`config.mk`:
```
export PLATFORM = sky130hd
export DESIGN_NAME = lecmd_ctrl
export DESIGN_NICKNAME = d
export VERILOG_FILES = /design/src/rtl/lecmd_pkg.sv /design/src/rtl/lecmd_ctrl.sv
export SDC_FILE = /design/constraint.sdc
export NUM_CORES = 1
export LEC_CHECK = 0
export BUFFER_PORTS_ARGS = -buffer_cell sky130_fd_sc_hd__buf_2
export CORE_ASPECT_RATIO = 1.25
export CORE_MARGIN = 2
export CORE_UTILIZATION = 26
export CTS_BUF_LIST = sky130_fd_sc_hd__clkbuf_8
export DETAILED_ROUTE_END_ITERATION = 16
export SKIP_CTS_REPAIR_TIMING = 1
export SYNTH_ARGS = -nofsm -noshare
export SYNTH_HDL_FRONTEND = slang
export SYNTH_SLANG_ARGS = --single-unit
export TNS_END_PERCENT = 5
```
`constraint.sdc`:
```
create_clock -name clk -period 1.95 [get_ports clk]
set_clock_uncertainty 0.05 [all_clocks]
set_input_delay 0.195 -clock clk [delete_from_list [all_inputs] [get_ports clk]]
set_output_delay 0.195 -clock clk [all_outputs]
set_load 0.01 [all_outputs]
```
`src/rtl/lecmd_pkg.sv`:
```
// package for the line editor command hash matcher
// constants, byte codes, message tables and controller state type
`timescale 1ns / 1ps

package lecmd_pkg;

	localparam int unsigned LINE_BYTES_DEF    = 64;
	localparam int unsigned COMMAND_SLOTS_DEF = 6;
	localparam int unsigned MAX_SLOTS         = 6;
	localparam int unsigned HASH_W            = 32;
	localparam int unsigned CFG_IDX_W         = 3;
	localparam logic [HASH_W-1:0] SEED_RESET  = 32'd5381;

	localparam logic [CFG_IDX_W-1:0] REG_SEED   = 3'd0;
	localparam logic [CFG_IDX_W-1:0] REG_ENABLE = 3'd7;

	localparam logic [1:0] KIND_TX    = 2'd0;
	localparam logic [1:0] KIND_FOUND = 2'd1;
	localparam logic [1:0] KIND_MISS  = 2'd2;

	localparam logic [7:0] CH_NUL = 8'h00;
	localparam logic [7:0] CH_ETX = 8'h03;
	localparam logic [7:0] CH_BS  = 8'h08;
	localparam logic [7:0] CH_LF  = 8'h0A;
	localparam logic [7:0] CH_CR  = 8'h0D;
	localparam logic [7:0] CH_SP  = 8'h20;
	localparam logic [7:0] CH_DEL = 8'h7F;

	// message select for the transmit sequencer
	typedef enum logic [1:0] {
		MSG_ERASE,
		MSG_WIPE,
		MSG_UNKNOWN
	} msg_t;

	localparam logic [4:0] ERASE_LEN   = 5'd3;
	localparam logic [4:0] WIPE_LEN    = 5'd7;
	localparam logic [4:0] UNKNOWN_LEN = 5'd17;

	typedef enum logic [3:0] {
		ST_IDLE,
		ST_ECHO,
		ST_SKIP,
		ST_HASH,
		ST_MUL,
		ST_CR,
		ST_LF,
		ST_RESULT,
		ST_MSG
	} state_t;

	// controller commands to the datapath
	typedef struct packed {
		logic       store_byte;
		logic       dec_fill;
		logic       clr_fill;
		logic       rd_req;
		logic       ptr_clr;
		logic       ptr_inc;
		logic       hash_seed;
		logic       hash_mul;
		logic       hash_add;
		logic       hash_zero;
		logic       msg_clr;
		logic       msg_inc;
	} dp_cmd_t;

	// datapath status to the controller
	typedef struct packed {
		logic       empty;
		logic       full;
		logic       ptr_end;
		logic       rd_space;
		logic       rd_nul;
		logic       any_match;
		logic       msg_end;
	} dp_sts_t;

	function automatic logic [7:0] msg_byte(input msg_t m, input logic [4:0] i);
		logic [7:0] b;
		b = CH_NUL;
		case (m)
			MSG_ERASE: begin
				case (i)
					5'd1:    b = CH_SP;
					default: b = CH_BS;
				endcase
			end
			MSG_WIPE: begin
				case (i)
					5'd0, 5'd4: b = 8'h1B;
					5'd1, 5'd5: b = 8'h5B;
					5'd2:       b = 8'h31;
					5'd3:       b = 8'h4A;
					default:    b = 8'h48;
				endcase
			end
			default: begin
				case (i)
					5'd0:    b = 8'h55;
					5'd1:    b = 8'h6E;
					5'd2:    b = 8'h6B;
					5'd3:    b = 8'h6E;
					5'd4:    b = 8'h6F;
					5'd5:    b = 8'h77;
					5'd6:    b = 8'h6E;
					5'd7:    b = CH_SP;
					5'd8:    b = 8'h63;
					5'd9:    b = 8'h6F;
					5'd10:   b = 8'h6D;
					5'd11:   b = 8'h6D;
					5'd12:   b = 8'h61;
					5'd13:   b = 8'h6E;
					5'd14:   b = 8'h64;
					5'd15:   b = CH_CR;
					default: b = CH_LF;
				endcase
			end
		endcase
		return b;
	endfunction

	function automatic logic [4:0] msg_len(input msg_t m);
		logic [4:0] l;
		case (m)
			MSG_ERASE: l = ERASE_LEN;
			MSG_WIPE:  l = WIPE_LEN;
			default:   l = UNKNOWN_LEN;
		endcase
		return l;
	endfunction

endpackage

```
`src/rtl/lecmd_ctrl.sv`:
```
// controller state machine: decodes the byte, sequences hashing and output items
// depends on lecmd_pkg
`timescale 1ns / 1ps

module lecmd_ctrl (
	input  logic                clk,
	input  logic                arst_n,
	input  logic                in_valid,
	output logic                in_ready,
	input  logic [7:0]          rx_byte,
	input  lecmd_pkg::dp_sts_t  sts,
	output lecmd_pkg::dp_cmd_t  cmd,
	output lecmd_pkg::msg_t     msg_sel,
	output logic                out_load,
	output logic [1:0]          out_kind,
	output logic                out_last,
	output logic                out_use_msg,
	output logic [7:0]          out_lit,
	input  logic                out_free
);
	lecmd_pkg::state_t state_q, state_d;
	lecmd_pkg::msg_t   msg_q, msg_d;
	logic              any_tok_q, any_tok_d;

	always_ff @(posedge clk or negedge arst_n) begin
		if (!arst_n) begin
			state_q   <= lecmd_pkg::ST_IDLE;
			msg_q     <= lecmd_pkg::MSG_ERASE;
			any_tok_q <= 1'b0;
		end else begin
			state_q   <= state_d;
			msg_q     <= msg_d;
			any_tok_q <= any_tok_d;
		end
	end

	assign msg_sel = msg_q;

	always_comb begin
		logic acc;
		state_d     = state_q;
		msg_d       = msg_q;
		any_tok_d   = any_tok_q;
		cmd         = '0;
		in_ready    = 1'b0;
		out_load    = 1'b0;
		out_kind    = lecmd_pkg::KIND_TX;
		out_last    = 1'b0;
		out_use_msg = 1'b0;
		out_lit     = rx_byte;
		acc         = 1'b0;
		case (state_q)
			lecmd_pkg::ST_IDLE: begin
				in_ready = out_free;
				acc      = in_valid && out_free;
				if (acc) begin
					case (rx_byte)
						lecmd_pkg::CH_CR, lecmd_pkg::CH_LF: begin
							cmd.ptr_clr   = 1'b1;
							cmd.hash_zero = 1'b1;
							any_tok_d     = 1'b0;
							state_d       = lecmd_pkg::ST_CR;
						end
						lecmd_pkg::CH_BS, lecmd_pkg::CH_DEL: begin
							if (!sts.empty) begin
								cmd.dec_fill = 1'b1;
								cmd.msg_clr  = 1'b1;
								msg_d        = lecmd_pkg::MSG_ERASE;
								state_d      = lecmd_pkg::ST_MSG;
							end
						end
						lecmd_pkg::CH_ETX: begin
							cmd.clr_fill = 1'b1;
							if (!sts.empty) begin
								cmd.msg_clr = 1'b1;
								msg_d       = lecmd_pkg::MSG_WIPE;
								state_d     = lecmd_pkg::ST_MSG;
							end
						end
						default: begin
							if (!sts.full) begin
								cmd.store_byte = 1'b1;
								out_load       = 1'b1;
								out_last       = 1'b1;
							end
						end
					endcase
				end
			end
			lecmd_pkg::ST_CR: begin
				// pointer is at line start here, fetch the first byte
				cmd.rd_req = 1'b1;
				if (out_free) begin
					out_load = 1'b1;
					out_lit  = lecmd_pkg::CH_CR;
					state_d  = lecmd_pkg::ST_LF;
				end
			end
			lecmd_pkg::ST_LF: begin
				if (out_free) begin
					out_load = 1'b1;
					out_lit  = lecmd_pkg::CH_LF;
					state_d  = lecmd_pkg::ST_SKIP;
				end
			end
			// rd byte at ptr is valid here
			lecmd_pkg::ST_SKIP: begin
				if (sts.ptr_end || sts.rd_nul) begin
					state_d = lecmd_pkg::ST_RESULT;
				end else if (sts.rd_space) begin
					cmd.ptr_inc = 1'b1;
					state_d     = lecmd_pkg::ST_ECHO;
				end else begin
					cmd.hash_seed = 1'b1;
					state_d       = lecmd_pkg::ST_MUL;
				end
			end
			// read wait after a pointer step, while skipping spaces or hashing a token
			lecmd_pkg::ST_ECHO: begin
				cmd.rd_req = 1'b1;
				state_d    = any_tok_q ? lecmd_pkg::ST_MUL : lecmd_pkg::ST_SKIP;
			end
			lecmd_pkg::ST_MUL: begin
				cmd.hash_mul = 1'b1;
				any_tok_d    = 1'b1;
				state_d      = lecmd_pkg::ST_HASH;
				if (any_tok_q) begin
					if (sts.ptr_end || sts.rd_nul || sts.rd_space) begin
						cmd.hash_mul = 1'b0;
						state_d      = lecmd_pkg::ST_RESULT;
					end
				end
			end
			lecmd_pkg::ST_HASH: begin
				cmd.hash_add = 1'b1;
				cmd.ptr_inc  = 1'b1;
				state_d      = lecmd_pkg::ST_ECHO;
			end
			lecmd_pkg::ST_RESULT: begin
				if (out_free) begin
					out_load     = 1'b1;
					cmd.clr_fill = 1'b1;
					if (sts.any_match) begin
						out_kind = lecmd_pkg::KIND_FOUND;
						out_last = 1'b1;
						state_d  = lecmd_pkg::ST_IDLE;
					end else begin
						out_kind    = lecmd_pkg::KIND_MISS;
						cmd.msg_clr = 1'b1;
						msg_d       = lecmd_pkg::MSG_UNKNOWN;
						state_d     = lecmd_pkg::ST_MSG;
					end
				end
			end
			lecmd_pkg::ST_MSG: begin
				if (out_free) begin
					out_load    = 1'b1;
					out_use_msg = 1'b1;
					cmd.msg_inc = 1'b1;
					if (sts.msg_end) begin
						out_last = 1'b1;
						state_d  = lecmd_pkg::ST_IDLE;
					end
				end
			end
			default: begin
				state_d = lecmd_pkg::ST_IDLE;
			end
		endcase
	end

`ifndef SYNTH
	a_ready_idle: assert property (@(posedge clk) disable iff (!arst_n)
		in_ready |-> state_q == lecmd_pkg::ST_IDLE) else $error("ready outside idle");
	a_load_free: assert property (@(posedge clk) disable iff (!arst_n)
		out_load |-> out_free) else $error("output overwrite");
	a_hash_walk: assert property (@(posedge clk) disable iff (!arst_n)
		cmd.hash_add |=> state_q == lecmd_pkg::ST_ECHO) else $error("hash walk order");
`endif
endmodule

```
Word level (Yosys, flattened, before mapping)
Index checks and enable logic that the tools add are counted.

Reductions and logical operators: 15. Mux-type cells: 68. Eq/ne operators: 26.

Operators with widths (number): two-way mux 4 bit (10); one-hot mux 4 bit (9 select lines) (1); two-way mux 1 bit (30); equality test 8 x 4 -> 1 bit, second input constant (3); two-way mux 2 bit (11); equality test 4 x 3 -> 1 bit, second input constant (4); two-way mux 8 bit (2); one-hot mux 8 bit (2 select lines) (1); != test 2 bit, second input constant (7); two-way mux 3 bit (4); one-hot mux 1 bit (2 select lines) (5); != test 3 bit, second input constant (3); equality test 4 x 2 -> 1 bit, second input constant (2); equality test 8 x 2 -> 1 bit, second input constant (1); equality test 8 x 7 -> 1 bit, second input constant (1); one-hot mux 2 bit (2 select lines) (2); one-hot mux 4 bit (2 select lines) (1); AND reduction 8 bit (1); AND reduction 7 bit (1); OR reduction 2 bit (3); OR reduction 5 bit (1); equality test 4 x 1 -> 1 bit, second input constant (1); equality test 4 bit, second input constant (1); zero test 4 bit (1); 10 further kinds (12).

Word-level logic and storage cells: 112. Bits of input ports: 19. Output and inout port bits: 28. Flip-flop bits (word level): 7.

Depth between registers and ports, before layout
Word-level depth: 5. Depth in mapped cells: 6. Mapped depth without buffers: 5.

Worst setup path before layout
OpenSTA, ideal clock, no wires.

Kind: register to output. Start: register state_q[1]. End: output port out_last. Data arrival time: 1.718 ns. Setup slack: -0.013 ns. Cell stages (with the launch flop): 5. Required time: 1.705 ns. Cell sequence: dfrtp_1 nor4_1 nand3_1 nor4b_2 a21o_1.

Longest elaborated chain between the ends: 2. Elaborated cells between the ends (all ways): 4. Classes of those cells: eq/ne (2); mux (1); reduce/logical (1).

RTL lines: from (decl) (RTL line lecmd_ctrl.sv:21) `lecmd_pkg::state_t state_q, state_d;`; from (signal assigned) (RTL line lecmd_ctrl.sv:27) `state_q <= lecmd_pkg::ST_IDLE;`; from (signal assigned) (RTL line lecmd_ctrl.sv:31) `state_q <= state_d;`; equality test 4 bit (tied with other cells) (RTL line lecmd_ctrl.sv:52) `case (state_q)`; one-hot mux 1 bit (3 select lines) * (RTL line lecmd_ctrl.sv:52); to (decl) (RTL line lecmd_ctrl.sv:16) `output logic out_last,`.

Mark *: on every way between the ends. The rest lies on a longest branch, timed or not.

Final worst setup path
Same ends and word-level chain as after synthesis.

==> results.py <==
metrics = {
    "floorplan": {
        "start_util_pct": 27.7,
        "std_cell_rows": 23,
        "coreArea_sq_mm": 0.00325,
        "die_w_um": 56.7,
        "io_pins": 47,
        "die_h_um": 69.9,
        "die_area_sq_mm": 0.00396,
    },
    "final_layout": {
        "drive_above_1_share_pct": 44.8,
        "syn2layout_area_growth_pct": 45.5,
        "nFillCells": 352,
        "multiInputGateArea_sq_um": 693,
        "fin_cells": 218,
        "fin_nets": 201,
        "num_antenna_cells": 0,
        "final_common_cell": "buf_2",
        "seqCellArea_sq_um": 175,
        "mostFrequentLayoutCells": "buf_2, nor2_1, buf_4",
    },
    "yosys": {
        "synth_edf_count": 0,
        "ys_ff_latch": 7,
        "yosys_warnings": 0,
        "synthesis.area_sq_um": 902,
        "yosysUniqueCellTypes": 40,
        "syn_area_per_cell_sq_um": 7.16,
        "async_reset_ff_share_pct": 100,
        "postSynthCellCount": 126,
        "synth_fp_nets": 145,
        "yosysSeqAreaShare_pct": 19.4,
        "synth-main-ff-cell": "dfrtp_1",
    },
    "placed_design": {
        "place_congestion": 0.904,
        "port_buffers": 46,
        "place_ws_ns": 0.0727,
        "dpl.cell_count": 213,
        "dp_hpwl_um": 2340,
    },
    "power_and_ir_drop": {
        "p_sw_mw": 0.707,
        "p_clk_share_pct": 13.2,
        "intPower_mw": 0.843,
        "p_sw_share_pct": 45.6,
        "peakVddDrop_v": 0.000687,
        "pwr_density_cell_mw_per_mm2": 1180,
        "pwr-share-comb_pct": 69.2,
        "power_leakage_nw": 0.686,
        "fin_total_pwr_mw": 1.55,
        "p_seq_share_pct": 17.6,
    },
    "clock_tree": {
        "clockBufferDepth": 2,
        "insertion_delay_ns": 0.23,
        "clock_sinks": 7,
        "h-tree-depth": 1,
        "clk_pin_slew_ns": 0.04,
        "ctsRootBufferMaster": "clkbuf_8",
        "cts_made_buffers": 3,
        "cts_tree": "built",
    },
    "worst_setup_path": {
        "endpoint_kind": "output pin",
        "endpoint": "out_last",
        "regToRegSetupSlack_ns": 0.18,
        "path_max_fanout": 5,
        "worstReg2RegStart": "state_q[0]$_DFFE_PN0P_",
        "arrival_ns": 1.69,
        "path_class": "flop to output pin",
        "critPathLaunchType": "flop",
        "crit_required_ns": 1.70,
        "r2r-end": "state_q[2]$_DFFE_PN0P_",
        "crit_path_start": "state_q[1]$_DFFE_PN0P_",
        "reg2regPathDepth": 7,
    },
    "drt": {
        "dr_wl_met3_um": 173,
        "drc": 0,
        "drt-wirelength-per-cell_um": 13.1,
        "final_antenna_net_count": 0,
        "met1_length_um": 1200,
        "top_layer": "met4",
        "via_per_inst": 5.27,
        "finalWirelength_um": 2860,
        "dr_wl_met2_um": 1470,
        "dr.pass1.iters": 4,
        "drt_iter0_drc": 38,
        "vias": 1149,
    },
    "timing": {
        "hold_viol_final": 0,
        "maxSlewHeadroom_pct": 77.7,
        "max_freq_mhz": 516,
        "min_period_ns": 1.94,
        "setup_viol": 0,
        "finalMaxSlewViolations": 0,
        "worst_pin_slew_ns": 0.335,
        "period_share_pct": 99.5,
        "rsz0062_at_grt": "true",
        "setup_ws_ns": 0.0106,
    },
    "global_routing": {
        "grt_overflow": 0,
        "grt_pass1_vias": 1009,
        "grt_max_degree": 14,
        "track_usage_pct": 14.2,
        "grt_pass1_wl_um": 4550,
        "antenna_found_initial": 0,
    },
    "min_path": {
        "hp-class": "input port to async pin",
    },
    "job": {
        "drv_cap": 0,
    },
    "outcome": {
        "status": "finished clean",
    },
}
-- layout make-up --
cell class | instances | area share (%)
clock inverters | 1 | 0.286
clock buffers | 3 | 3.15
repair buffers | 59 | 25.2
well taps | 37 | 3.53
multi-input cells | 105 | 52.8
inverters | 6 | 1.72
flip-flops and latches | 7 | 13.3
-- state kept, by name, indices dropped and copies added (netlist names) --
register,count
any_tok_q,1
msg_sel,2
state_q,4
-- worst max-delay path, cell delays in order, from the launching register on --
cell,delay (ns)
dfrtp_1,0.42
nor4_4,0.33
nand3_2,0.19
nor4b_4,0.30
a21o_1,0.12
buf_2,0.12
-- stage by stage --
| stage | util [%] | instance area (sq um) | setup TNS, ns | hold WS (ns) |
|---|---|---|---|---|
| 6_report | 40.4 | 1310 | 0 | 0.274 |
| 5_1_grt | 40.4 | 1310 | -0.509 | 0.300 |
| 4_1_cts | 38.9 | 1260 | -0.296 | -0.260 |
| 3_5_place_dp | 37.5 | 1220 | 0 | -0.0156 |
| 3_3_place_gp | 37.5 | 1220 | 0 | -0.0120 |
| 2_1_floorplan | - | 908 | 0 | -0.151 |
-- cell families (layout without fill, tap and decap cells) --
kind of cell | count (synthesis) | count (layout) | share of synthesized area [%]
AOI/OAI and AO/OA | 38 | 38 | 29.8
buffers and inverters | 14 | 69 | 8.74
DFF | 7 | 7 | 19.4
and+or+nand+nor | 67 | 67 | 42.0
-- worst min-delay path by stage --
stage                start                      to  slack (ns)
finish              arst_n   any_tok_q$_DFFE_PN0P_        0.27
detailed placement  arst_n   any_tok_q$_DFFE_PN0P_       -0.02
floorplan           arst_n   any_tok_q$_DFFE_PN0P_       -0.15
global placement    arst_n  msg_sel[1]$_DFFE_PN0P_       -0.01
CTS                 arst_n  state_q[3]$_DFFE_PN0P_       -0.26
global route        sts[1]  msg_sel[1]$_DFFE_PN0P_        0.30
-- per-layer routing --
metal / up-vias / track usage (%)
li1: 570 / -
met1: 528 / 17.7
met2: 47 / 24.5
met3: 4 / 1.30
met4: 0 / 5.56
met5: - / 0
-- synthesized netlist by cell type (2+ instances only) --
cell type / n / area share (%)
nor4_1: 4 / 2.8
o211ai_1: 2 / 1.7
nand4_1: 2 / 1.4
nor3b_1: 3 / 2.5
nand2b_1: 2 / 1.4
nand2_1: 9 / 3.7
nor2b_1: 6 / 4.2
buf_4: 3 / 2.5
nand3_1: 3 / 1.7
buf_6: 2 / 2.5
dfrtp_1: 7 / 19
or2_2: 3 / 2.1
and3_1: 2 / 1.4
nor3_1: 2 / 1.1
nor4b_1: 2 / 1.9
a21oi_1: 8 / 4.4
a2bb2oi_1: 2 / 1.9
inv_1: 6 / 2.5
o22ai_1: 2 / 1.4
clkbuf_1: 3 / 1.2
nor2_1: 20 / 8.3
a22o_1: 2 / 1.9
a211oi_1: 2 / 1.7
o21ai_0: 9 / 5.0
a21o_1: 5 / 4.2
-- power by group through the flow --
stage          clock network, mW  logic (mW)  registers (mW)
2_1_floorplan                  0       0.678           0.263
3_3_place_gp                   0        1.04           0.264
3_5_place_dp                   0        1.04           0.263
4_1_cts                    0.205        1.04           0.260
5_1_grt                    0.214        1.17           0.283
6_report                   0.204        1.07           0.273
(Power assumes the default switching activity.)
