--- src/rtl/lecmd_pkg.sv ---
// package for the line editor command hash matcher
// constants, byte codes, message tables and controller state type
`timescale 1ns / 1ps

package lecmd_pkg;

	localparam int unsigned LINE_BYTES_DEF    = 64;
	localparam int unsigned COMMAND_SLOTS_DEF = 6;
	localparam int unsigned MAX_SLOTS         = 6;
	localparam int unsigned HASH_W            = 32;
	localparam int unsigned CFG_IDX_W         = 3;
	localparam logic [HASH_W-1:0] SEED_RESET  = 32'd5381;

	localparam logic [CFG_IDX_W-1:0] REG_SEED   = 3'd0;
	localparam logic [CFG_IDX_W-1:0] REG_ENABLE = 3'd7;

	localparam logic [1:0] KIND_TX    = 2'd0;
	localparam logic [1:0] KIND_FOUND = 2'd1;
	localparam logic [1:0] KIND_MISS  = 2'd2;

	localparam logic [7:0] CH_NUL = 8'h00;
	localparam logic [7:0] CH_ETX = 8'h03;
	localparam logic [7:0] CH_BS  = 8'h08;
	localparam logic [7:0] CH_LF  = 8'h0A;
	localparam logic [7:0] CH_CR  = 8'h0D;
	localparam logic [7:0] CH_SP  = 8'h20;
	localparam logic [7:0] CH_DEL = 8'h7F;

	// message select for the transmit sequencer
	typedef enum logic [1:0] {
		MSG_ERASE,
		MSG_WIPE,
		MSG_UNKNOWN
	} msg_t;

	localparam logic [4:0] ERASE_LEN   = 5'd3;
	localparam logic [4:0] WIPE_LEN    = 5'd7;
	localparam logic [4:0] UNKNOWN_LEN = 5'd17;

	typedef enum logic [3:0] {
		ST_IDLE,
		ST_ECHO,
		ST_SKIP,
		ST_HASH,
		ST_MUL,
		ST_CR,
		ST_LF,
		ST_RESULT,
		ST_MSG
	} state_t;

	// controller commands to the datapath
	typedef struct packed {
		logic       store_byte;
		logic       dec_fill;
		logic       clr_fill;
		logic       rd_req;
		logic       ptr_clr;
		logic       ptr_inc;
		logic       hash_seed;
		logic       hash_mul;
		logic       hash_add;
		logic       hash_zero;
		logic       msg_clr;
		logic       msg_inc;
	} dp_cmd_t;

	// datapath status to the controller
	typedef struct packed {
		logic       empty;
		logic       full;
		logic       ptr_end;
		logic       rd_space;
		logic       rd_nul;
		logic       any_match;
		logic       msg_end;
	} dp_sts_t;

	function automatic logic [7:0] msg_byte(input msg_t m, input logic [4:0] i);
		logic [7:0] b;
		b = CH_NUL;
		case (m)
			MSG_ERASE: begin
				case (i)
					5'd1:    b = CH_SP;
					default: b = CH_BS;
				endcase
			end
			MSG_WIPE: begin
				case (i)
					5'd0, 5'd4: b = 8'h1B;
					5'd1, 5'd5: b = 8'h5B;
					5'd2:       b = 8'h31;
					5'd3:       b = 8'h4A;
					default:    b = 8'h48;
				endcase
			end
			default: begin
				case (i)
					5'd0:    b = 8'h55;
					5'd1:    b = 8'h6E;
					5'd2:    b = 8'h6B;
					5'd3:    b = 8'h6E;
					5'd4:    b = 8'h6F;
					5'd5:    b = 8'h77;
					5'd6:    b = 8'h6E;
					5'd7:    b = CH_SP;
					5'd8:    b = 8'h63;
					5'd9:    b = 8'h6F;
					5'd10:   b = 8'h6D;
					5'd11:   b = 8'h6D;
					5'd12:   b = 8'h61;
					5'd13:   b = 8'h6E;
					5'd14:   b = 8'h64;
					5'd15:   b = CH_CR;
					default: b = CH_LF;
				endcase
			end
		endcase
		return b;
	endfunction

	function automatic logic [4:0] msg_len(input msg_t m);
		logic [4:0] l;
		case (m)
			MSG_ERASE: l = ERASE_LEN;
			MSG_WIPE:  l = WIPE_LEN;
			default:   l = UNKNOWN_LEN;
		endcase
		return l;
	endfunction

endpackage

--- src/rtl/lecmd_datapath.sv ---
// datapath: line store, fill count, read pointer, hash register, match compare
// depends on lecmd_pkg
`timescale 1ns / 1ps

module lecmd_datapath #(
	parameter int unsigned LINE_BYTES    = lecmd_pkg::LINE_BYTES_DEF,
	parameter int unsigned COMMAND_SLOTS = lecmd_pkg::COMMAND_SLOTS_DEF
) (
	input  logic                                clk,
	input  logic                                arst_n,
	input  logic [7:0]                          rx_byte,
	input  lecmd_pkg::dp_cmd_t                  cmd,
	input  lecmd_pkg::msg_t                     msg_sel,
	input  logic [lecmd_pkg::HASH_W-1:0]        seed,
	input  logic [lecmd_pkg::HASH_W*lecmd_pkg::MAX_SLOTS-1:0] cmd_hashes,
	input  logic [lecmd_pkg::MAX_SLOTS-1:0]     slot_en,
	output lecmd_pkg::dp_sts_t                  sts,
	output logic [7:0]                          msg_out,
	output logic [lecmd_pkg::HASH_W-1:0]        hash_out,
	output logic [lecmd_pkg::MAX_SLOTS-1:0]     mask_out
);
	localparam int unsigned AW = $clog2(LINE_BYTES);
	localparam int unsigned CW = AW + 1;
	localparam logic [CW-1:0] FULL_CNT = CW'(LINE_BYTES - 1);

	logic [7:0]                  mem [LINE_BYTES];
	logic [CW-1:0]               fill_q;
	logic [CW-1:0]               ptr_q;
	logic [7:0]                  rd_q;
	logic [lecmd_pkg::HASH_W-1:0] hash_q;
	logic [lecmd_pkg::HASH_W-1:0] prod_q;
	logic [4:0]                  msg_q;

	always_ff @(posedge clk) begin
		if (cmd.store_byte) begin
			mem[fill_q[AW-1:0]] <= rx_byte;
		end
		if (cmd.rd_req) begin
			rd_q <= mem[ptr_q[AW-1:0]];
		end
	end

	always_ff @(posedge clk or negedge arst_n) begin
		if (!arst_n) begin
			fill_q <= '0;
			ptr_q  <= '0;
			msg_q  <= '0;
		end else begin
			if (cmd.clr_fill) begin
				fill_q <= '0;
			end else if (cmd.store_byte) begin
				fill_q <= fill_q + CW'(1);
			end else if (cmd.dec_fill) begin
				fill_q <= fill_q - CW'(1);
			end
			if (cmd.ptr_clr) begin
				ptr_q <= '0;
			end else if (cmd.ptr_inc) begin
				ptr_q <= ptr_q + CW'(1);
			end
			if (cmd.msg_clr) begin
				msg_q <= '0;
			end else if (cmd.msg_inc) begin
				msg_q <= msg_q + 5'd1;
			end
		end
	end

	// hash = hash*33 + byte, split into shift-add then add
	always_ff @(posedge clk) begin
		if (cmd.hash_mul) begin
			prod_q <= {hash_q[lecmd_pkg::HASH_W-6:0], 5'd0} + hash_q;
		end
		if (cmd.hash_zero) begin
			hash_q <= '0;
		end else if (cmd.hash_seed) begin
			hash_q <= seed;
		end else if (cmd.hash_add) begin
			hash_q <= prod_q + {24'd0, rd_q};
		end
	end

	always_comb begin
		mask_out = '0;
		for (int s = 0; s < COMMAND_SLOTS; s++) begin
			mask_out[s] = slot_en[s] &&
				(cmd_hashes[s*lecmd_pkg::HASH_W +: lecmd_pkg::HASH_W] == hash_q);
		end
	end

	assign hash_out = hash_q;
	assign msg_out  = lecmd_pkg::msg_byte(msg_sel, msg_q);

	assign sts.empty     = (fill_q == '0);
	assign sts.full      = (fill_q >= FULL_CNT);
	assign sts.ptr_end   = (ptr_q >= fill_q);
	assign sts.rd_space  = (rd_q == lecmd_pkg::CH_SP);
	assign sts.rd_nul    = (rd_q == lecmd_pkg::CH_NUL);
	assign sts.any_match = |mask_out;
	assign sts.msg_end   = (msg_q == lecmd_pkg::msg_len(msg_sel) - 5'd1);

`ifndef SYNTH
	a_fill_bound: assert property (@(posedge clk) disable iff (!arst_n)
		fill_q <= FULL_CNT) else $error("fill count above line limit");
	a_store_not_full: assert property (@(posedge clk) disable iff (!arst_n)
		cmd.store_byte |-> !sts.full) else $error("store into full line");
	a_dec_not_empty: assert property (@(posedge clk) disable iff (!arst_n)
		cmd.dec_fill |-> !sts.empty) else $error("erase on empty line");
`endif
endmodule

--- config.mk ---
export PLATFORM = sky130hd
export DESIGN_NAME = lecmd_datapath
export DESIGN_NICKNAME = d
export VERILOG_FILES = /design/src/rtl/lecmd_pkg.sv /design/src/rtl/lecmd_datapath.sv
export SDC_FILE = /design/constraint.sdc
export NUM_CORES = 1
export LEC_CHECK = 0
export BUFFER_PORTS_ARGS = -buffer_cell sky130_fd_sc_hd__buf_2
export CAP_MARGIN = 15
export CORE_ASPECT_RATIO = 1.25
export CORE_UTILIZATION = 59
export DETAILED_ROUTE_END_ITERATION = 8
export GPL_TIMING_DRIVEN = 0
export MAX_ROUTING_LAYER = met4
export PLACE_DENSITY = 0.8
export SLEW_MARGIN = 25
export SYNTH_ARGS = -nofsm -noshare
export SYNTH_HDL_FRONTEND = slang
export SYNTH_SLANG_ARGS = --single-unit
--- constraint.sdc ---
create_clock -name clk -period 3.64 [get_ports clk]
set_input_delay 0.728 -clock clk [delete_from_list [all_inputs] [get_ports clk]]
set_output_delay 0.728 -clock clk [all_outputs]
set_load 0.02 [all_outputs]
# Yosys cells after proc, flatten, opt, wreduce, memory -nomap -nowiden
# Memory sizes are Yosys's and may differ from the RTL's. A register that Yosys moved wholly into a read port is not among the register bits.
# Index checks and enable logic that the tools add are counted.
dict set report totals {
  register_bits 83
  latch_bits 0
  ramBits 512
  rom_bits 112
  out_inout_bits 53
  memories 2
}
# memory words width read_ports rd_clocked_by_memory_dff wr line_no
set memory_table {}
lappend memory_table {mem 64 8 1 1 1 lecmd_datapath.sv:26} ;# logic [7:0] mem [LINE_BYTES];
lappend memory_table {{(no name shown)} 16 7 1 0 0 lecmd_pkg.sv:99} ;# case (i)
dict set report op_classes {
  addsub 7
  n_mul 0
  div 0
  order_cmp 2
  n_eq_ne 14
  shifts 0
  muxes 16
  bitwise 0
  n_reduce_logical 17
}
# cell n
set ops {}
lappend ops {{$eq A32 B32 Y1} 6}
lappend ops {{$mux W32} 2}
lappend ops {{$mux W7} 5}
lappend ops {{$add A32 B32 Y32} 1}
lappend ops {{$add A32 B8 Y32} 1}
lappend ops {{$pmux W7 S4} 1}
lappend ops {{$pmux W8 S2} 1}
lappend ops {{$add A7 B1 Y7 const B} 2}
lappend ops {{$eq A5 B2 Y1 const B} 2}
lappend ops {{$eq A5 B3 Y1 const B} 2}
lappend ops {{$mux W5} 2}
lappend ops {{$pmux W5 S2} 1}
lappend ops {{$eq A8 B6 Y1 const B} 1}
lappend ops {{$logic_not A8 Y1} 1}
lappend ops {{$mux W8} 1}
lappend ops {{$ge A7 B6 Y1 const B} 1}
lappend ops {{$ge A7 B7 Y1} 1}
lappend ops {{$logic_not A7 Y1} 1}
lappend ops {{$sub A7 B1 Y7 const B} 1}
lappend ops {{$logic_and A1 B1 Y1} 6}
lappend ops {{$mux W6} 1}
lappend ops {{$reduce_bool A2 Y1} 3}
lappend ops {{$reduce_or A6 Y1} 1}
lappend ops {{$add A5 B1 Y5 const B} 1}
lappend ops {{9 further kinds} 11}

# Depth between registers and ports, before layout
# Gate-level depths: netlist of the first run.
dict set report logic_depth {
  depth_word 4
  mapped_depth 12
  mapped_depth_nobuf 10
}

# Least setup slack after synthesis of the first run
# OpenSTA, ideal clock, no wires.
dict set report synth_path {
  kind {reg-to-output}
  from {reg hash_q (netlist bit hash_out[26])}
  to {out sts[1] (netlist bit)}
  arrival_time_ns 2.584
  setup_slack_ns 0.328
  path_stages_with_launch 9
  cell_sequence {dfxtp_1 -> clkbuf_1 -> xnor2_1 -> nand4_1 -> nor4_1 -> nand4_1 -> nor4_1 -> nor4_1 -> nand2_1}
}
# element line_no
set synth_rtl {}
lappend synth_rtl {{from (decl)} lecmd_datapath.sv:30} ;# logic [lecmd_pkg::HASH_W-1:0] hash_q;
lappend synth_rtl {{from (signal assigned)} lecmd_datapath.sv:79} ;# hash_q <= prod_q + {24'd0, rd_q};
lappend synth_rtl {{to (decl)} lecmd_datapath.sv:17} ;# output lecmd_pkg::dp_sts_t sts,

==> impl_metrics.csv, run 1 <==
group,metric,value,unit
worst_setup_path,required,2.91,ns
yosys,syn-num-nets,2082,
clocking,root_buffer,"clkbuf_16",
floorplanning,core_area,47100,um^2
yosys,synth.top_cell.area_share,59.0,%
timing,setup_tns,-0.0558,ns
cells_and_area,final_cells,2812,
yosys,yosys.area.top_type,"edfxtp_1",
placed_design,gp_congestion,1.07,
cells_and_area,drive_above_1_share,29.5,%
yosys,ys_warn_count,0,
run_status,violations,"negative setup slack",
pwr,switchingPower,4.24,mW
yosys,synth_xor_area_share,8.02,%
yosys,synth_top_family_by_area,"multiplexers",
placed_design,dp_cells,2709,
clocking,cts_buffers,53,
placed_design,io_buffers,301,
cells_and_area,nets,2439,
pwr,p_leak,11.4,nW
floorplanning,dieArea,48500,um^2
routing,drcViolationCount,0,
worst_setup_path,crit_path_start_kind,"flip-flop",
yosys,ys_seq_area_share,63.0,%
pwr,combinationalPowerShare,16.0,%
timing,worst_pin_slew,1.05,ns
timing,fin_crit_sh,101,%
floorplanning,die_w,197,um
worst_setup_path,end_kind,"primary output",
timing,hold_violations,0,
pwr,p_per_area,499,nW/um^2
yosys,synth_edf_count,552,
hold_path,hold_path.class,"primary input to async pin",
clocking,cts_tree,"done",
clocking,cts_max_level,2,
yosys,synth.distinct_cells,60,
global_route,overflow,0,
timing,slew_headroom,29.6,%
floorplanning,fp-row-count,89,
pwr,p_total,16.3,mW
clocking,clock-sinks,603,
cells_and_area,area_delta_synth_final,16.0,%
floorplanning,start_util,59.6,%
timing,fin_skew,0.0223,ns
timing,rsz0062_at_grt,"true",
clocking,insertion_delay,0.60,ns
yosys,ys_ff_latch,603,
yosys,synth_compound_area_share,4.30,%
global_route,grt_antenna_before_repair,8,
global_route,grt_pass1_vias,18600,
worst_setup_path,crit_fanout,8,
worst_setup_path,worst-setup-path-type,"flip-flop to primary output",
routing,vias_per_cell,6.51,
yosys,netlist_instances,1771,
global_route,grt_use_total,39.6,%
global_route,grt_max_degree,65,
global_route,grt_first_pass_wirelength,128000,um
pwr,p_int,12.0,mW
floorplanning,fp.dieH,246,um
yosys,synthAdderAreaFrac,2.62,%
clocking,ctsHoldBuffers,0,
yosys,synth_common_cells,"edfxtp_1, mux4_2, nor2_1, xnor2_1, xor2_1",
timing,period_needed,3.68,ns
yosys,synth-simple-area-share,6.17,%
routing,wl_per_cell,32.3,um
run,maxCapViolations,0,
pwr,netSwitchingFraction,26.0,%
placed_design,dp_hpwl,62300,um
yosys,ys_async_sr_fraction,3.15,%
clocking,clk_pin_slew,0.07,ns
routing,drt-total-wl,90900,um
clocking,cts_buffer_depth,3,
yosys,synth_area,28100,um^2
timing,finalSetupViolations,2,
run_status,status,"finished, violations left",
timing,timing.fmax,272,MHz
routing,antenna_left,0,
worst_setup_path,arrival,2.95,ns
cells_and_area,fillers,3067,
pwr,power_frac_clock,35.1,%
routing,drt_iter0_markers,2005,
yosys,avgSynthCellArea,15.9,um^2
timing,setup_ws,-0.0352,ns
yosys,synth_ff_type,"edfxtp_1",
yosys,muxShareOfSynthArea,13.9,%
placed_design,place_ws,-0.378,ns
yosys,synth_area_leaders,"edfxtp_1, mux4_2, xnor2_1, xor2_1, ha_1",
timing,slew_viol_final,0,
yosys,synth.most_common_cell,"edfxtp_1",
floorplanning,io_pins,307,
routing,vias,18300,
pwr,seq_power_share,48.9,%
pwr,irDropWorstVdd,0.637,mV
routing,first_pass_iters,5,
-- path summary, 6_finish.rpt --
path                       slack [ns]  cells after the start                   end                       from
min in group clk                 0.37                      2  msg_q[3]$_DFFE_PN0P_                     cmd[1]
min                              0.08                      1  ptr_q[1]$_DFFE_PN0P_                     arst_n
max reg2reg                      0.03                      5     rd_q[6]$_DFFE_PP_       ptr_q[1]$_DFFE_PN0P_
max in group asynchronous        3.21                      1  ptr_q[0]$_DFFE_PN0P_                     arst_n
max                             -0.04                      8                sts[1]  hash_out[26]$_SDFFE_PP0P_
min reg2reg                      0.52                      0   prod_q[2]$_DFFE_PP_   hash_out[2]$_SDFFE_PP0P_
-- registers in the layout, summed over array words and instances (netlist names) --
name      flops
mem         512
msg_q         5
rd_q          8
ptr_q         7
prod_q       32
fill_q        7
hash_out     32
-- per-stage QoR --
step / area (um^2) / util, % / hold slack [ns]
2_1_floorplan: 28100 / - / 0.432
3_3_place_gp: 30400 / 64.5 / 0.536
3_5_place_dp: 30400 / 64.5 / 0.557
4_1_cts: 32400 / 68.8 / 0.0752
5_1_grt: 32600 / 69.1 / 0.116
6_report: 32600 / 69.1 / 0.0795
-- cell usage in the layout, fill, tap and decap left out, types with 16 or more instances in the layout --
cell | Yosys | routed
nor3b_1 | 23 | 23
xor2_1 | 128 | 128
ha_1 | 54 | 54
a21o_1 | 17 | 17
nand3_1 | 32 | 32
nand4_1 | 37 | 37
nand2_1 | 35 | 35
dfxtp_2 | 0 | 16
buf_4 | 7 | 28
o22ai_1 | 23 | 23
and3_1 | 16 | 16
buf_2 | 6 | 297
xnor2_1 | 129 | 126
clkbuf_1 | 72 | 45
mux4_2 | 165 | 165
a21oi_1 | 79 | 78
edfxtp_1 | 552 | 552
dfrtp_1 | 19 | 18
inv_1 | 26 | 26
clkbuf_16 | 0 | 54
nor2_1 | 129 | 129
nor4_1 | 34 | 22
-- logic make-up (layout without fill, tap and decap cells) --
logic type | after synthesis | after routing
flops | 603 | 603
simple gates | 345 | 345
xor+xnor | 257 | 257
compound gates | 195 | 195
mux | 184 | 184
buf+inv | 129 | 526
fa+ha+maj | 57 | 57
other cells | 1 | 8
-- worst max-delay path: stages (launching register included) --
cell and delay, ns:
dfxtp_1 0.45, buf_8 0.21, xor2_1 0.10, nor4_2 0.38
nand4_1 0.51, nor4_2 0.38, nor4_1 0.10, nand2_1 0.07
buf_2 0.16
-- layer usage --
layer / track usage, % / vias up / wire (um)
met5: - / - / 0
met3: 10.9 / 355 / 9740
met1: 40.9 / 9033 / 27800
met4: 29.9 / 0 / 8510
li1: - / 7630 / -
met2: 64.5 / 1299 / 44800
-- cell type report --
type / instances / area (um^2) / area share, %
flip-flops and latches: 603 / 17700 / 54.4
multi-input cells: 1039 / 10000 / 30.7
repair buffers: 304 / 1550 / 4.76
clock buffers: 64 / 1390 / 4.26
well taps: 637 / 797 / 2.45
plain buffers: 99 / 629 / 1.93
clock inverters: 31 / 350 / 1.08
inverters: 28 / 105 / 0.323
diodes: 7 / 17.5 / 0.0538
-- power by group through the flow --
stage / clock network [mW] / logic [mW] / registers, mW
2_1_floorplan: 0 / 1.49 / 8.04
3_3_place_gp: 0 / 2.37 / 8.07
3_5_place_dp: 0 / 2.44 / 8.09
4_1_cts: 5.72 / 2.52 / 7.95
5_1_grt: 5.97 / 2.74 / 7.96
6_report: 5.71 / 2.60 / 7.95
-- repair_timing --
| action | in CTS | in global routing |
|---|---|---|
| setup buffers | 1 | 2 |
| cloned | 0 | 0 |
| resized for setup | 91 | 72 |
| pin swaps | 4 | 12 |
| endpoints found under the setup margin | 16 | 13 |
No activity file was read; power rests on OpenSTA's default activity.
==> inputs of run 2 (changes only) <==
Clock period 3.64 ns to 3.8 ns, I/O delays scaled along.
==> run 2 against run 1 <==
The run still ends with negative setup slack left. Count of clock-buffer cells in the layout stayed put. Combinational power is 4% lower. Die area stayed put. Cell count is 0.11% higher. Global-route usage is 0.11 points higher. Non-clock buffer count is 2 higher. Utilization is 0.18 points lower. Setup slack worse by 0.00097 ns. Clock power is 4.0% lower. Sequential share of layout area is 0.11 points higher. Routed wire length is 0.47% higher. Register-to-register slack hardly changed.
==> impl_metrics.csv, run 2 (synthesis results as in run 1) <==
group,metric,value,unit
run_status,status,"finished, violations left",
run_status,violations,"negative setup slack",
routing,vias_per_cell,6.52,
cells_and_area,area_delta_synth_final,15.7,%
floorplanning,fp-row-count,89,
worst_setup_path,worst-setup-path-type,"flip-flop to primary output",
global_route,grt_antenna_before_repair,12,
worst_setup_path,cpMostUsedCell,"buf_2",
worst_setup_path,critPathMaxStageDelay,0.50,ns
worst_setup_path,crit_path_start_kind,"flip-flop",
routing,top_layer_used,"met4",
worst_setup_path,crit_family,"simple AND/OR/NAND/NOR gates",
worst_setup_path,arrival,3.08,ns
global_route,grt_first_pass_wirelength,128000,um
placed_design,dp_cells,2709,
run,maxCapViolations,0,
floorplanning,die_w,197,um
timing,timing.fmax,261,MHz
hold_path,hold_path.class,"primary input to async pin",
cells_and_area,final_cell_area,32500,um^2
routing,drt_iter0_markers,2146,
routing,dr_wl_met2,45000,um
clocking,insertion_delay,0.60,ns
timing,hold_violations,0,
clocking,cts_buffer_depth,3,
timing,slew_viol_final,0,
clocking,cts_tree,"done",
pwr,p_leak,11.4,nW
routing,drcViolationCount,0,
pwr,p_per_area,480,nW/um^2
worst_setup_path,path_cells,"buf_2 > xor2_1 > nor4_2 > nand4_1 > nor4_4 > nor2_1 > nand2_1 > buf_2",
floorplanning,io_pins,307,
timing,period_needed,3.84,ns
worst_setup_path,cp_num_buf_inv,2,
cells_and_area,drive_above_1_share,28.9,%
timing,setup_tns,-0.0361,ns
timing,setup_ws,-0.0361,ns
timing,fin_hold_ws,0.116,ns
placed_design,gp_congestion,1.07,
cells_and_area,nets,2441,
routing,vias,18400,
global_route,grt_max_degree,65,
floorplanning,fp.dieH,246,um
timing,worst_pin_slew,1.04,ns
worst_setup_path,required,3.04,ns
global_route,overflow,0,
cells_and_area,fillers,3091,
cells_and_area,final_common_cell,"edfxtp_1",
floorplanning,core_area,47100,um^2
placed_design,io_buffers,301,
cells_and_area,multiInputGateArea,10000,um^2
routing,first_pass_iters,8,
clocking,clock-sinks,603,
global_route,grt_use_total,39.7,%
timing,finalSetupViolations,1,
placed_design,dp_hpwl,62300,um
timing,fin_skew,0.0210,ns
worst_setup_path,crit_fanout,7,
routing,drt-total-wl,91300,um
routing,antenna_left,0,
worst_setup_path,end_kind,"primary output",
cells_and_area,seqCellArea,17700,um^2
routing,wl_per_cell,32.4,um
global_route,grt_pass1_vias,18500,
routing,met1_length,28400,um
clocking,cts_max_level,2,
placed_design,place_ws,-0.250,ns
timing,fin_crit_sh,101,%
cells_and_area,mostFrequentLayoutCells,"edfxtp_1, buf_2, mux4_2",
placed_design,placed_area,30400,um^2
floorplanning,start_util,59.6,%
clocking,clk_pin_slew,0.07,ns
worst_setup_path,crit_slowest_cell,"dfxtp_1",
pwr,irDropWorstVdd,0.611,mV
floorplanning,dieArea,48500,um^2
timing,slew_headroom,29.9,%
clocking,root_buffer,"clkbuf_16",
clocking,cts_buffers,53,
cells_and_area,largest_reg_flops,512,
cells_and_area,final_cells,2815,
routing,dr_wl_met3,9380,um
pwr,p_total,15.6,mW
cells_and_area,fin_util,69.0,%
==> run 2: cell count changes in the layout (fill, tap and decap cells not counted), sizes merged <==
cell           before  now
clkbuf            119  125
buf               347  344
clkdlybuf4s15       1    0
diode               7    8
==> run 2: path summary, 6_finish.rpt <==
check	start	slack [ns]	to	cells after the start
max	hash_out[20]$_SDFFE_PP0P_	-0.04	sts[1]	8
min	arst_n	0.12	ptr_q[2]$_DFFE_PN0P_	1
max reg2reg	ptr_q[1]$_DFFE_PN0P_	0.04	rd_q[1]$_DFFE_PP_	6
min reg2reg	hash_out[2]$_SDFFE_PP0P_	0.56	prod_q[2]$_DFFE_PP_	0
max in group asynchronous	arst_n	3.33	ptr_q[0]$_DFFE_PN0P_	1
min in group clk	cmd[1]	0.39	msg_q[3]$_DFFE_PN0P_	2
==> run 2: final cells by class <==
type | count | area share, %
Tap cell | 637 | 2.45
Sequential cell | 603 | 54.5
Multi-Input combinational cell | 1039 | 30.8
Timing Repair Buffer | 305 | 4.79
Inverter | 28 | 0.324
Buffer | 100 | 1.73
Clock buffer | 64 | 4.28
Antenna cell | 8 | 0.0616
Clock inverter | 31 | 1.08
==> run 2: timing repair <==
item,in CTS,in global routing
setup buffers,0,4
setup endpoints to repair,8,8
pin swaps,1,12
hold endpoints to repair,0,0
resized for setup,63,55
hold buffers,0,0
==> run 2: routing by layer <==
layer  vias to the layer above  GRT usage [%]
met3                       382           11.1
met5                         -              -
li1                       7637              -
met4                         0           29.7
met1                      9040           41.0
met2                      1295           64.7
==> run 2: report_power, final <==
group,switching [mW],internal [mW],leakage (nW),total (mW)
Combinational,1.51,0.981,4.98,2.49
Clock,2.40,3.08,0.845,5.48
Sequential,0.170,7.45,5.53,7.62
Total,4.07,11.5,11.4,15.6
